--- src/hdl/pvm_pkg.sv ---
// ----------------------------------------------------------------------------
// pvm_pkg: shared types and constants of the PCM voice mixer
// Voice count, sample memory geometry, output rate, command codes and the
// layout of one voice state entry.
// ----------------------------------------------------------------------------
package pvm_pkg;

	// number of voices (1 to 8)
	localparam int VOICES = 8;
	// sample memory depth in bytes, a power of two (256 to 64K)
	localparam int SAMPLE_MEM_DEPTH = 65536;
	// output sample rate in Hz
	localparam int OUTPUT_RATE = 22050;

	localparam int VOICE_IW = (VOICES > 1) ? $clog2(VOICES) : 1;
	localparam int SMEM_AW  = $clog2(SAMPLE_MEM_DEPTH);
	localparam int ACC_W    = 16 + $clog2(VOICES);

	localparam int POS_W  = 25;
	localparam int STEP_W = 16;
	localparam int LEN_W  = 16;
	localparam int BASE_W = 16;

	// floor(2^32 / OUTPUT_RATE), used to divide by the output rate
	localparam longint unsigned RECIP = (64'd1 << 32) / OUTPUT_RATE;

	typedef enum logic [1:0] {
		CMD_TICK  = 2'd0,
		CMD_START = 2'd1,
		CMD_LOAD  = 2'd2
	} cmd_t;

	typedef enum logic [2:0] {
		ST_IDLE,
		ST_STEP,
		ST_TICK,
		ST_DRAIN,
		ST_DONE
	} state_t;

	typedef struct packed {
		logic [POS_W-1:0]  position;
		logic [STEP_W-1:0] step;
		logic [LEN_W-1:0]  length;
		logic [BASE_W-1:0] base;
	} voice_t;

endpackage

--- src/hdl/pvm_voice_mem.sv ---
// ----------------------------------------------------------------------------
// pvm_voice_mem: per-voice playback state
// Position, step, length and base of each voice, one entry per voice,
// one write port and one read port with registered data.
// ----------------------------------------------------------------------------
module pvm_voice_mem (
	input  logic                         clk,
	input  logic                         wr_en,
	input  logic [pvm_pkg::VOICE_IW-1:0] wr_addr,
	input  pvm_pkg::voice_t              wr_data,
	input  logic                         rd_en,
	input  logic [pvm_pkg::VOICE_IW-1:0] rd_addr,
	output pvm_pkg::voice_t              rd_data
);
	import pvm_pkg::*;

	voice_t mem [VOICES];

	always_ff @(posedge clk) begin
		if (wr_en) begin
			mem[wr_addr] <= wr_data;
		end
	end

	always_ff @(posedge clk) begin
		if (rd_en) begin
			rd_data <= mem[rd_addr];
		end
	end

endmodule

--- config.mk ---
export PLATFORM = sky130hd
export DESIGN_NAME = pvm_voice_mem
export DESIGN_NICKNAME = d
export VERILOG_FILES = /design/src/hdl/pvm_pkg.sv /design/src/hdl/pvm_voice_mem.sv
export SDC_FILE = /design/constraint.sdc
export NUM_CORES = 1
export LEC_CHECK = 0
export BUFFER_PORTS_ARGS = -buffer_cell sky130_fd_sc_hd__buf_2
export CAP_MARGIN = 5
export CORE_MARGIN = 1
export CORE_UTILIZATION = 60
export CTS_CLUSTER_SIZE = 12
export DETAILED_ROUTE_END_ITERATION = 6
export GPL_TIMING_DRIVEN = 0
export HOLD_SLACK_MARGIN = 0.12
export PLACE_DENSITY = 0.79
export RECOVER_POWER = 50
export SLEW_MARGIN = 40
export SYNTH_ARGS = -nofsm -noshare
export SYNTH_HDL_FRONTEND = slang
export SYNTH_SLANG_ARGS = --single-unit
--- constraint.sdc ---
create_clock -name clk -period 6.8 [get_ports clk]
set_input_delay 0 -clock clk [delete_from_list [all_inputs] [get_ports clk]]
set_output_delay 0 -clock clk [all_outputs]
set_load 0.02 [all_outputs]
==> Word-level counts from Yosys, hierarchy flattened <==
Memory sizes are Yosys's and may differ from the RTL's. A register that Yosys moved wholly into a read port is not among the register bits.
Index checks and enable logic that the tools add are counted.
{ "totals": {"ff_bits": 0, "output_inout_bits": 73, "word_cells": 3, "latch_bits": 0, "mem_bits_rw": 584, "romBits": 0, "mem_count": 1} }
{ "op_classes": {"n_mul": 0, "n_eq_ne": 0, "muxes": 2, "magnitude_cmp": 0, "n_div": 0, "n_addsub": 0, "shift": 0, "bitwise_logic": 0, "n_reduce_logical": 0} }
{ "mem_list": {"columns": ["memory", "depth", "width", "rd", "rd_clocked_by_memory_dff", "write_ports", "line_no", "text"], "rows": [
  ["mem", 8, 73, 1, 1, 1, "pvm_voice_mem.sv:17", "voice_t mem [VOICES];"]
]} }
{ "op_table": {"columns": ["op", "count"], "rows": [
  ["1-bit two-way mux", 2]
]} }

==> Longest topological paths before layout <==
{ "depth": {"depth_word": 2, "mapped_depth": 4} }

==> Least setup slack after synthesis <==
No wires, ideal clock.
{ "synth_timing": {"kind": "input -> register", "start": "in wr_addr[2] (netlist bit)", "end": "mem mem[0][0] (netlist bit), enable pin", "path_stages": 2, "arrival_ps": 5133, "required_time_ps": 6205, "slack_ps": 1073, "path_cell_list": "nand2b_1 nor3_1"} }
{ "synth_rtl": {"columns": ["element", "line_no", "text"], "rows": [
  ["start, declared", "pvm_voice_mem.sv:9", "input logic [pvm_pkg::VOICE_IW-1:0] wr_addr,"],
  ["end, declared", "pvm_voice_mem.sv:17", null]
]} }
No word-level cell before the write port.

==> Worst setup path after layout <==
{ "layout_timing": {"start": "in rd_en", "end": "reg, netlist name rd_data[24]"} }
{ "layout_rtl": {"columns": ["element", "line_no", "text"], "rows": [
  ["start, declared", "pvm_voice_mem.sv:11", "input logic rd_en,"]
]} }
No word-level cell between the ends.

==> results.yml <==
run_status:
  status: "finished with violations"
  violations: "max-capacitance violations, max-slew violations"
global_routing:
  grt.overflow.total: 0
  grt_pass1_wl_um: 72200
  grt_pass1_vias: 11735
  grt_max_degree: 41
  grt_usage: 0.242
  antenna_found_initial: 3
critical_path:
  crit_required_ps: 6920
  slowest_delay_ps: 2090
  worstPathBufferInverterCount: 3
  crit_type: "input port to register"
  slowest_stage: "clkbuf_1"
  start_kind: "input port"
  cpMostUsedCell: "clkbuf_1"
  path_cells: "dlygate4sd3_1, clkbuf_1, clkbuf_1"
  cpLargestDelayFamily: "buffers and inverters"
  worstPathArrival_ps: 4470
  critPathMaxFanout: 40
  worstSetupEndpointType: "register"
clocking:
  cts_sinks: 657
  root_buffer: "clkbuf_16"
  cts_setup_buffers: 0
  clkLatencyLatePin_ps: 570
  clk_pin_slew_worst_paths_ps: 60
  ctsResizeCount: 0
  cts_buffers: 67
  cts_tree: "done"
  htree_levels: 3
  cts_max_path_buffers: 3
yosys:
  syn-cell-area_um2: 24700
  synth_nets: 1011
  avgSynthCellArea_um2: 26.6
  syn_inst: 929
  yosysWarnings: 0
  synth-seq-area-share: 0.798
  ys_types: 12
  yosys.area.top_type_share: 0.798
  async_reset_ff_frac: 0
  synth.most_common_cell: "edfxtp_1"
  synth-edff-count: 657
  yosys-top-cells-count: "657 x edfxtp_1, 109 x mux4_1, 73 x mux2_2"
  netlist.top_cell.by_area: "edfxtp_1"
  synth_ff_type: "edfxtp_1"
  synth_area_leaders: "edfxtp_1 80%, mux4_1 12%, mux4_2 3.4%, mux2_2 3.3%, clkbuf_8 0.78%"
  synth_seq_cells: 657
sta:
  min_period_ps: 4350
  rsz0062_at_grt: "false"
  fin_hold_ws_ps: 84.4
  slew_violations: 76
  worst_pin_slew_ps: 2800
  finalSetupTns_ps: 0
  relSlewSlack: -0.869
  fin_crit_sh: 0.640
  skew_ps: 14.4
  finalHoldViolations: 0
  setup_viol: 0
  clock.fmax_ghz: 0.230
cells_and_area:
  fin_area_um2: 29700
  final_util: 0.729
  fillers: 2279
  drive_gt1_frac: 0.259
  layout.nets: 1376
  synthToLayoutAreaGrowth_pct: 20.1
  final_cells: 1862
route:
  via_count: 11229
  first_iter_violations: 838
  routed_wl_um: 49100
  vias_per_cell: 6.03
  ant_nets: 0
  drc: 0
  wire_per_inst_um: 26.4
  drtPass1Iterations: 5
pwr:
  power.clock.fraction: 0.389
  ir_worst_vdd_mv: 0.234
  seqPwrFrac: 0.549
  leakage_uw: 0.0100
  powerDensity_nw_per_um2: 286
  power_switching_uw: 1710
  combPwrFrac: 0.062
  power.internal_uw: 6800
  p_sw_frac: 0.201
place:
  globalplace.congestion: 0.694
  dpl.hpwl_um: 29500
  place_area_um2: 27100
  portBuffers: 151
  dp_cells: 1675
floorplanning:
  core_area_um2: 40700
  io_pins: 155
  start_util: 0.607
  die_area_um2: 42000
  die_w_um: 205
  die_y_um: 205
  num_rows: 74
run:
  max_cap_violations: 2
hold_path:
  hold_path_class: "input port to register"
## repair_timing
| action | in CTS | in global routing |
|---|---|---|
| endpoints found under the setup margin | 0 | 0 |
| hold buffers | 82 | 0 |
| hold endpoints to repair | 733 | 0 |
## worst register-to-register path, delay by kind of cell, from the launching register on
family | cells | cell delay [ps]
buffers and inverters | 1 | 570
muxes | 2 | 710
DFF | 1 | 380
## cell families (layout without fill, tap and decap cells)
| group | Yosys count | count (layout) | share of synthesized area |
|---|---|---|---|
| DFF | 657 | 657 | 0.798 |
| other | 0 | 5 | 0 |
| and+or+nand+nor | 13 | 13 | 0.00238 |
| muxes | 219 | 219 | 0.183 |
| buffers and inverters | 40 | 436 | 0.0172 |
## area by class of cell
cell class                 instances  area (um^2)  area share
antenna                            5         12.5    0.000421
buffer                            40          425      0.0143
clock buffer                      89         1890      0.0635
clock inverter                    11         42.5     0.00143
multi-input combinational        232         4610       0.155
sequential                       657        19700       0.664
tap                              532          666      0.0224
timing repair buffer             296         2340      0.0787
## per-stage QoR
stage / worst slack (ps) / power [uW]
after floorplan: 1070 / 5030
after global placement: -4000 / 5210
after detailed placement: 4400 / 5250
after CTS: 4190 / 8570
after global routing: 2190 / 8750
final: 2450 / 8500
## routing by layer
metal | vias up | track usage | part of all wire
li1 | 4845 | - | -
met2 | 403 | 0.388 | 0.49
met3 | 77 | 0.0461 | 0.063
met1 | 5904 | 0.343 | 0.42
met4 | 0 | 0.0757 | 0.019
met5 | - | 0 | 0
## cells in the final DEF (no fill, tap or decap), types with 3 or more instances in the layout
master           n
buf_6           18
buf_2           76
buf_4           13
clkbuf_8        14
clkbuf_1       116
mux4_1         109
clkbuf_16       73
dlygate4sd3_1   82
mux4_2          37
edfxtp_1       657
nand2b_1         3
mux2_2          73
buf_16          16
nor2_4           3
nor2_1           3
buf_8           17
clkinv_1        10
diode_2          5
## flip-flops by register name (all words and copies together), names as in the netlist
register and flops:
mem 584, rd_data 73
## power by group through the flow
stage / clock network [uW] / registers [uW] / logic [uW]
6_report: 3310 / 4670 / 526
5_1_grt: 3510 / 4680 / 559
4_1_cts: 3360 / 4670 / 542
3_5_place_dp: 0 / 4750 / 497
3_3_place_gp: 0 / 4760 / 448
2_1_floorplan: 0 / 4790 / 235
## path summary, 6_finish.rpt
kind              startpoint           to  slack [ps]  depth (start not counted)
setup reg to reg   mem[0][1]   rd_data[1]        4880                          3
setup / recovery       rd_en  rd_data[24]        2450                          3
hold / removal    wr_addr[2]   mem[6][16]          80                          3
hold reg to reg   mem[5][32]  rd_data[32]         750                          2
No activity file was read; power rests on OpenSTA's default activity.
