## config.mk

```make
export PLATFORM = sky130hd
export DESIGN_NAME = pvm_step_calc
export DESIGN_NICKNAME = d
export VERILOG_FILES = /design/src/hdl/pvm_pkg.sv /design/src/hdl/pvm_step_calc.sv
export SDC_FILE = /design/constraint.sdc
export NUM_CORES = 1
export LEC_CHECK = 0
export ABC_AREA = 1
export BUFFER_PORTS_ARGS = -buffer_cell sky130_fd_sc_hd__buf_2
export CORE_AREA = 2 2 188 134
export CTS_BUF_LIST = sky130_fd_sc_hd__clkbuf_8
export DETAILED_ROUTE_END_ITERATION = 8
export DIE_AREA = 0 0 190 136
export PLACE_DENSITY_LB_ADDON = 0.1
export SKIP_CTS_REPAIR_TIMING = 1
export SLEW_MARGIN = 20
export SYNTH_ARGS = -nofsm -noshare
export SYNTH_HDL_FRONTEND = slang
export SYNTH_SLANG_ARGS = --single-unit
```

## constraint.sdc

```tcl
create_clock -name clk -period 3.71 [get_ports clk]
set_input_delay 0.5565 -clock clk [delete_from_list [all_inputs] [get_ports clk]]
set_output_delay 0.5565 -clock clk [all_outputs]
set_load 0.02 [all_outputs]
```

## src/hdl/pvm_pkg.sv

```systemverilog
// ----------------------------------------------------------------------------
// pvm_pkg: shared types and constants of the PCM voice mixer
// Voice count, sample memory geometry, output rate, command codes and the
// layout of one voice state entry.
// ----------------------------------------------------------------------------
package pvm_pkg;

	// number of voices (1 to 8)
	localparam int VOICES = 8;
	// sample memory depth in bytes, a power of two (256 to 64K)
	localparam int SAMPLE_MEM_DEPTH = 65536;
	// output sample rate in Hz
	localparam int OUTPUT_RATE = 22050;

	localparam int VOICE_IW = (VOICES > 1) ? $clog2(VOICES) : 1;
	localparam int SMEM_AW  = $clog2(SAMPLE_MEM_DEPTH);
	localparam int ACC_W    = 16 + $clog2(VOICES);

	localparam int POS_W  = 25;
	localparam int STEP_W = 16;
	localparam int LEN_W  = 16;
	localparam int BASE_W = 16;

	// floor(2^32 / OUTPUT_RATE), used to divide by the output rate
	localparam longint unsigned RECIP = (64'd1 << 32) / OUTPUT_RATE;

	typedef enum logic [1:0] {
		CMD_TICK  = 2'd0,
		CMD_START = 2'd1,
		CMD_LOAD  = 2'd2
	} cmd_t;

	typedef enum logic [2:0] {
		ST_IDLE,
		ST_STEP,
		ST_TICK,
		ST_DRAIN,
		ST_DONE
	} state_t;

	typedef struct packed {
		logic [POS_W-1:0]  position;
		logic [STEP_W-1:0] step;
		logic [LEN_W-1:0]  length;
		logic [BASE_W-1:0] base;
	} voice_t;

endpackage

```

## src/hdl/pvm_step_calc.sv

```systemverilog
// ----------------------------------------------------------------------------
// pvm_step_calc: playback step from a source sample rate
// Computes (rate << 8) / OUTPUT_RATE in three stages: reciprocal multiply,
// back-multiply, then a single correction by compare and increment.
// ----------------------------------------------------------------------------
module pvm_step_calc (
	input  logic                       clk,
	input  logic                       arst_n,
	input  logic                       start,
	input  logic [15:0]                rate,
	output logic                       done,
	output logic [pvm_pkg::STEP_W-1:0] step
);
	import pvm_pkg::*;

	localparam logic [31:0] RECIP32 = 32'(RECIP);
	localparam logic [23:0] RATE24  = 24'(OUTPUT_RATE);

	logic        vld_s1, vld_s2, vld_s3;
	logic [23:0] x_s1, x_s2;
	logic [55:0] prod_s1;
	logic [23:0] qe_s2, back_s2;
	logic [23:0] rem;
	logic [23:0] q;
	logic [STEP_W-1:0] step_s3;

	always_ff @(posedge clk or negedge arst_n) begin
		if (!arst_n) begin
			vld_s1 <= 1'b0;
			vld_s2 <= 1'b0;
			vld_s3 <= 1'b0;
		end else begin
			vld_s1 <= start;
			vld_s2 <= vld_s1;
			vld_s3 <= vld_s2;
		end
	end

	// estimate is the true quotient or one below it
	always_ff @(posedge clk) begin
		x_s1    <= {rate, 8'd0};
		prod_s1 <= {32'd0, rate, 8'd0} * {24'd0, RECIP32};
		x_s2    <= x_s1;
		qe_s2   <= prod_s1[55:32];
		back_s2 <= 24'(prod_s1[55:32] * RATE24);
		step_s3 <= q[STEP_W-1:0];
	end

	always_comb begin
		rem = x_s2 - back_s2;
		q   = (rem >= RATE24) ? qe_s2 + 24'd1 : qe_s2;
	end

	assign done = vld_s3;
	assign step = step_s3;

endmodule

```

; Word level (Yosys, flattened, before mapping)
; Cells that the tools add are included.
[totals]
out_inout_bits = 17
mem_count = 0
wordCells = 16
mem_bits_ro = 0
in_bits = 19
ff_bits = 113
latchBits = 0
ram_bits = 0
[op_classes]
shifts = 0
n_mul = 2
mux = 1
bitwise = 0
n_reduce_logical = 0
n_eq_ne = 0
div_mod_pow = 0
n_lt_le_gt_ge = 1
add_sub_neg = 2
[ops]
columns = op, count
row1 = 16-bit by 18-bit multiplier with 34-bit output (second input constant), 1
row2 = 24-bit by 15-bit greater-or-equal comparator with 1-bit output (second input constant), 1
row3 = 24-bit subtractor, 1
row4 = 10-bit by 14-bit multiplier with 23-bit output (second input constant), 1
row5 = 10-bit by 1-bit adder with 11-bit output (second input constant), 1
row6 = 10-bit two-way mux, 1

; Logic depth before layout (Yosys ltp)
[depth]
depth_word = 3
mapped_depth = 23
ltp_nobuf = 23

; Worst setup path before layout
; Ideal clock, no wire load.
[synth_path]
path_kind = input-to-reg
startpoint = input rate[13]
endpoint = register prod_s1[36]
t_required_ns = 3.589
path_slack_ns = -1.638
path_stages = 18
setup_time_ns = 0.121
n_path_buf = 0
t_arrival_ns = 5.227
cell_sequence = fa_1 > inv_1 > fa_1 > inv_1 > fa_1 > fa_1 > fa_1 > inv_1 > fa_1 > inv_1 > ha_1 > a21oi_1 > inv_1 > a21oi_1 > o21ai_0 > a221oi_1 > nand2_1 > xor2_1
[synth_between]
elab_chain_len = 1
[synth_rtl]
columns = element, line_no
row1 = "start, declared", pvm_step_calc.sv:10  ; input logic [15:0] rate,
row2 = 16-bit by 18-bit multiplier with 34-bit output, pvm_step_calc.sv:42  ; prod_s1 <= {32'd0, rate, 8'd0} * {24'd0, RECIP32};
row3 = "end signal, assigned", pvm_step_calc.sv:42
row4 = "end, declared", pvm_step_calc.sv:21  ; logic [55:0] prod_s1;
; No other way between the ends.
; A chain may end at the register's enable or synchronous reset.

; Final worst setup path
[layout_path]
startpoint = input rate[5]
endpoint = register prod_s1[38]
; Same word-level chain as after synthesis.

==> reports/qor.txt <==
Multi-input logic area - 9210 um^2
TritonCTS clock tree - done
Arr. time, crit path - 5250 ps
Buf/Inv on CP - 5
Synthesized cell area - 11,600 um^2
Post-DR wirelength/cell - 15.6 um
Failing checks - negative setup slack
First-pass GRT wire length - 48,900 um
Worst Tran Pin Value - 578 ps
Inserted Diodes - 0
Final net count - 1,991
Fin area - 14,500 um^2
Crit-path max cell delay - 630 ps
Initial core utilization - 0.481
Total negative slack - -11,490 ps
Fill cells - 2,134
GRT Total Usage - 0.247
Worst r2r path cells - 15
Row Count - 48
Area of placed instances - 13,500 um^2
Final Skew - 10.8 ps
Cell Chain, Critical Path - buf_8 -> fa_2 -> inv_4 -> fa_2 -> fa_1 -> inv_2 -> fa_2 -> fa_1 -> inv_1 -> fa_1 -> inv_2 -> ha_4 -> a21oi_4 -> o21ai_2 -> nand3_1 -> o2111ai_2 -> nand2_1 -> nand2_2 -> a21oi_2 -> nand2_1 -> xor2_1
Post-route ant nets - 0
Final min period - 4970 ps
Register Area - 1720 um^2
Final Hold Vio Count - 0
Synth top area cells - ha_1, fa_1, dfxtp_1
Final setup viols - 10
Yosys reg bits - 85
Die area - 25,800 um^2
Startpoint types - primary input
Pin count of the biggest net entering global routing - 15
Status - finished with violations
I/O Pins - 36
DRT Pass-1 Iters - 6
Critical Path Slowest Stage Cell - fa_2
Area growth syn-to-layout - 24.2%
Post-route clock period utilization - 1.34
Initial antenna violation count - 0
Total wire length - 30,800 um
Crit. End Element - flop
Dominant synthesized flop cell - dfxtp_1
Vias in the first global route - 9,127
Crit path depth - 21
Rel. slew slack - 0.611
H-tree depth - 3
CP Class - in -> reg
Share of cells above drive strength 1 - 0.266
Post-route setup slack - -1260 ps
Worst hold path class - in -> reg
Grt total ovfl - 0
Top-count cell post-synth - inv_1
F_max - 201 MHz
Clk_lat worst skew - 380 ps
Cell count after synthesis - 1,432
Area share of the largest cell type after synthesis - 0.221
Yosys warning count - 0
Max-Cap Viols - 0
Drt via density - 4.82
Die Span Y - 136 um
Die Span X - 190 um
Post-synth EDFFs - 0
CTS Sinks - 85
Ys async rst share - 0.0353
Worst-path maximum fanout - 4
Clock Pin Slew Worst Setup and Hold Paths - 90 ps
Final-report max-slew violation count - 0
DR iter-0 viols - 526
Via count - 9,497
Library cells used by synthesis - 44
Final core utilization - 0.597
Fin Hold WS - 286 ps
Placeable Area - 24,200 um^2
Root buf cell - clkbuf_8
Syn avg cell area - 8.13 um^2
Placer Congestion - 0.916
CTS buffer count - 9
IO buf count - 30
WP data required - 3990 ps
Synth area leader - ha_1
Cell family with most CP delay - adder cells
Sequential share of the synthesized area - 0.147
Deepest clock path buffer count - 2
Final HPWL DP - 27,000 um
Synth top cells by count - inv_1, nand2_1, ha_1
Remaining DRCs - 0
Hold Path Depth - 1
RSZ-0062 raised after global routing - yes
[per-layer routing]
layer	up-vias	GRT usage	share of wire
li1	4841	-	-
met1	4419	0.423	0.57
met2	218	0.315	0.37
met3	19	0.0459	0.062
met4	0	0.0267	0.0068
met5	-	0	0
[state kept, by name (all words and copies together), names as in the netlist]
| name | cells |
|---|---|
| back_s2 | 23 |
| done | 1 |
| prod_s1 | 11 |
| qe_s2 | 6 |
| step | 11 |
| vld_s1 | 1 |
| vld_s2 | 1 |
| x_s1 | 15 |
| x_s2 | 16 |
[kinds of logic (layout without fill, tap and decap cells)]
| group | after synthesis | count (layout) | share of synthesized area |
|---|---|---|---|
| simple gates | 461 | 461 | 0.194 |
| other cells | 1 | 5 | 0.000322 |
| buf+inv | 385 | 593 | 0.127 |
| xor+xnor | 44 | 44 | 0.0331 |
| compound gates | 123 | 123 | 0.0584 |
| flops | 85 | 85 | 0.147 |
| fa+ha+maj | 333 | 333 | 0.440 |
[worst paths after layout]
check                                  from           to  slack [ps]
worst min-delay path                  start       vld_s1         290
max in group asynchronous            arst_n         done        3110
worst max-delay path                rate[5]  prod_s1[38]       -1260
min in group asynchronous            arst_n       vld_s1         500
worst min register to register   prod_s1[8]      x_s2[8]         330
worst max register to register  prod_s1[39]  back_s2[22]          10
[metrics by stage]
stage	instances	setup WS (ps)
floorplan	1436	-1220
global placement	1944	-1740
detailed placement	1944	-1750
CTS	1960	-1380
global route	1969	-1380
finish	1969	-1260
[cell type report]
class | instances | area share
Inverter | 378 | 0.0983
Tap cell | 325 | 0.0281
Timing Repair Buffer | 199 | 0.102
Sequential cell | 85 | 0.119
Multi-Input combinational cell | 966 | 0.637
Clock buffer | 9 | 0.00857
Clock inverter | 7 | 0.00641
[layout by cell type (no fill, tap or decap), types with 6 or more instances in the layout]
cell type	n
inv_1	341
nand2_1	230
ha_1	175
buf_4	167
fa_1	109
dfxtp_1	78
nor2_1	55
nand3_1	48
a21oi_1	39
inv_2	37
nand2_2	37
ha_4	29
xor2_1	27
nand4_1	25
buf_2	24
a21oi_2	19
fa_2	18
xnor2_1	16
nor2_2	15
o21ai_1	15
nand3_2	13
o21ai_0	9
clkbuf_8	9
a21oi_4	8
nor2_4	7
o21ai_2	7
nand2_4	7
a31oi_1	6
[worst register-to-register path, stage by stage (launching register included)]
cell and delay, ps:
dfxtp_1 370, ha_1 310, inv_1 50, fa_1 500, inv_1 50, fa_1 470
ha_1 340, ha_4 260, ha_4 250, buf_4 150, a21oi_2 190, o31ai_1 80
a21oi_1 140, o21ai_1 100, xor2_1 170, buf_4 150
Power is not shown: default switching activity piles up to over one toggle a cycle in this logic, so the estimate is an artifact.
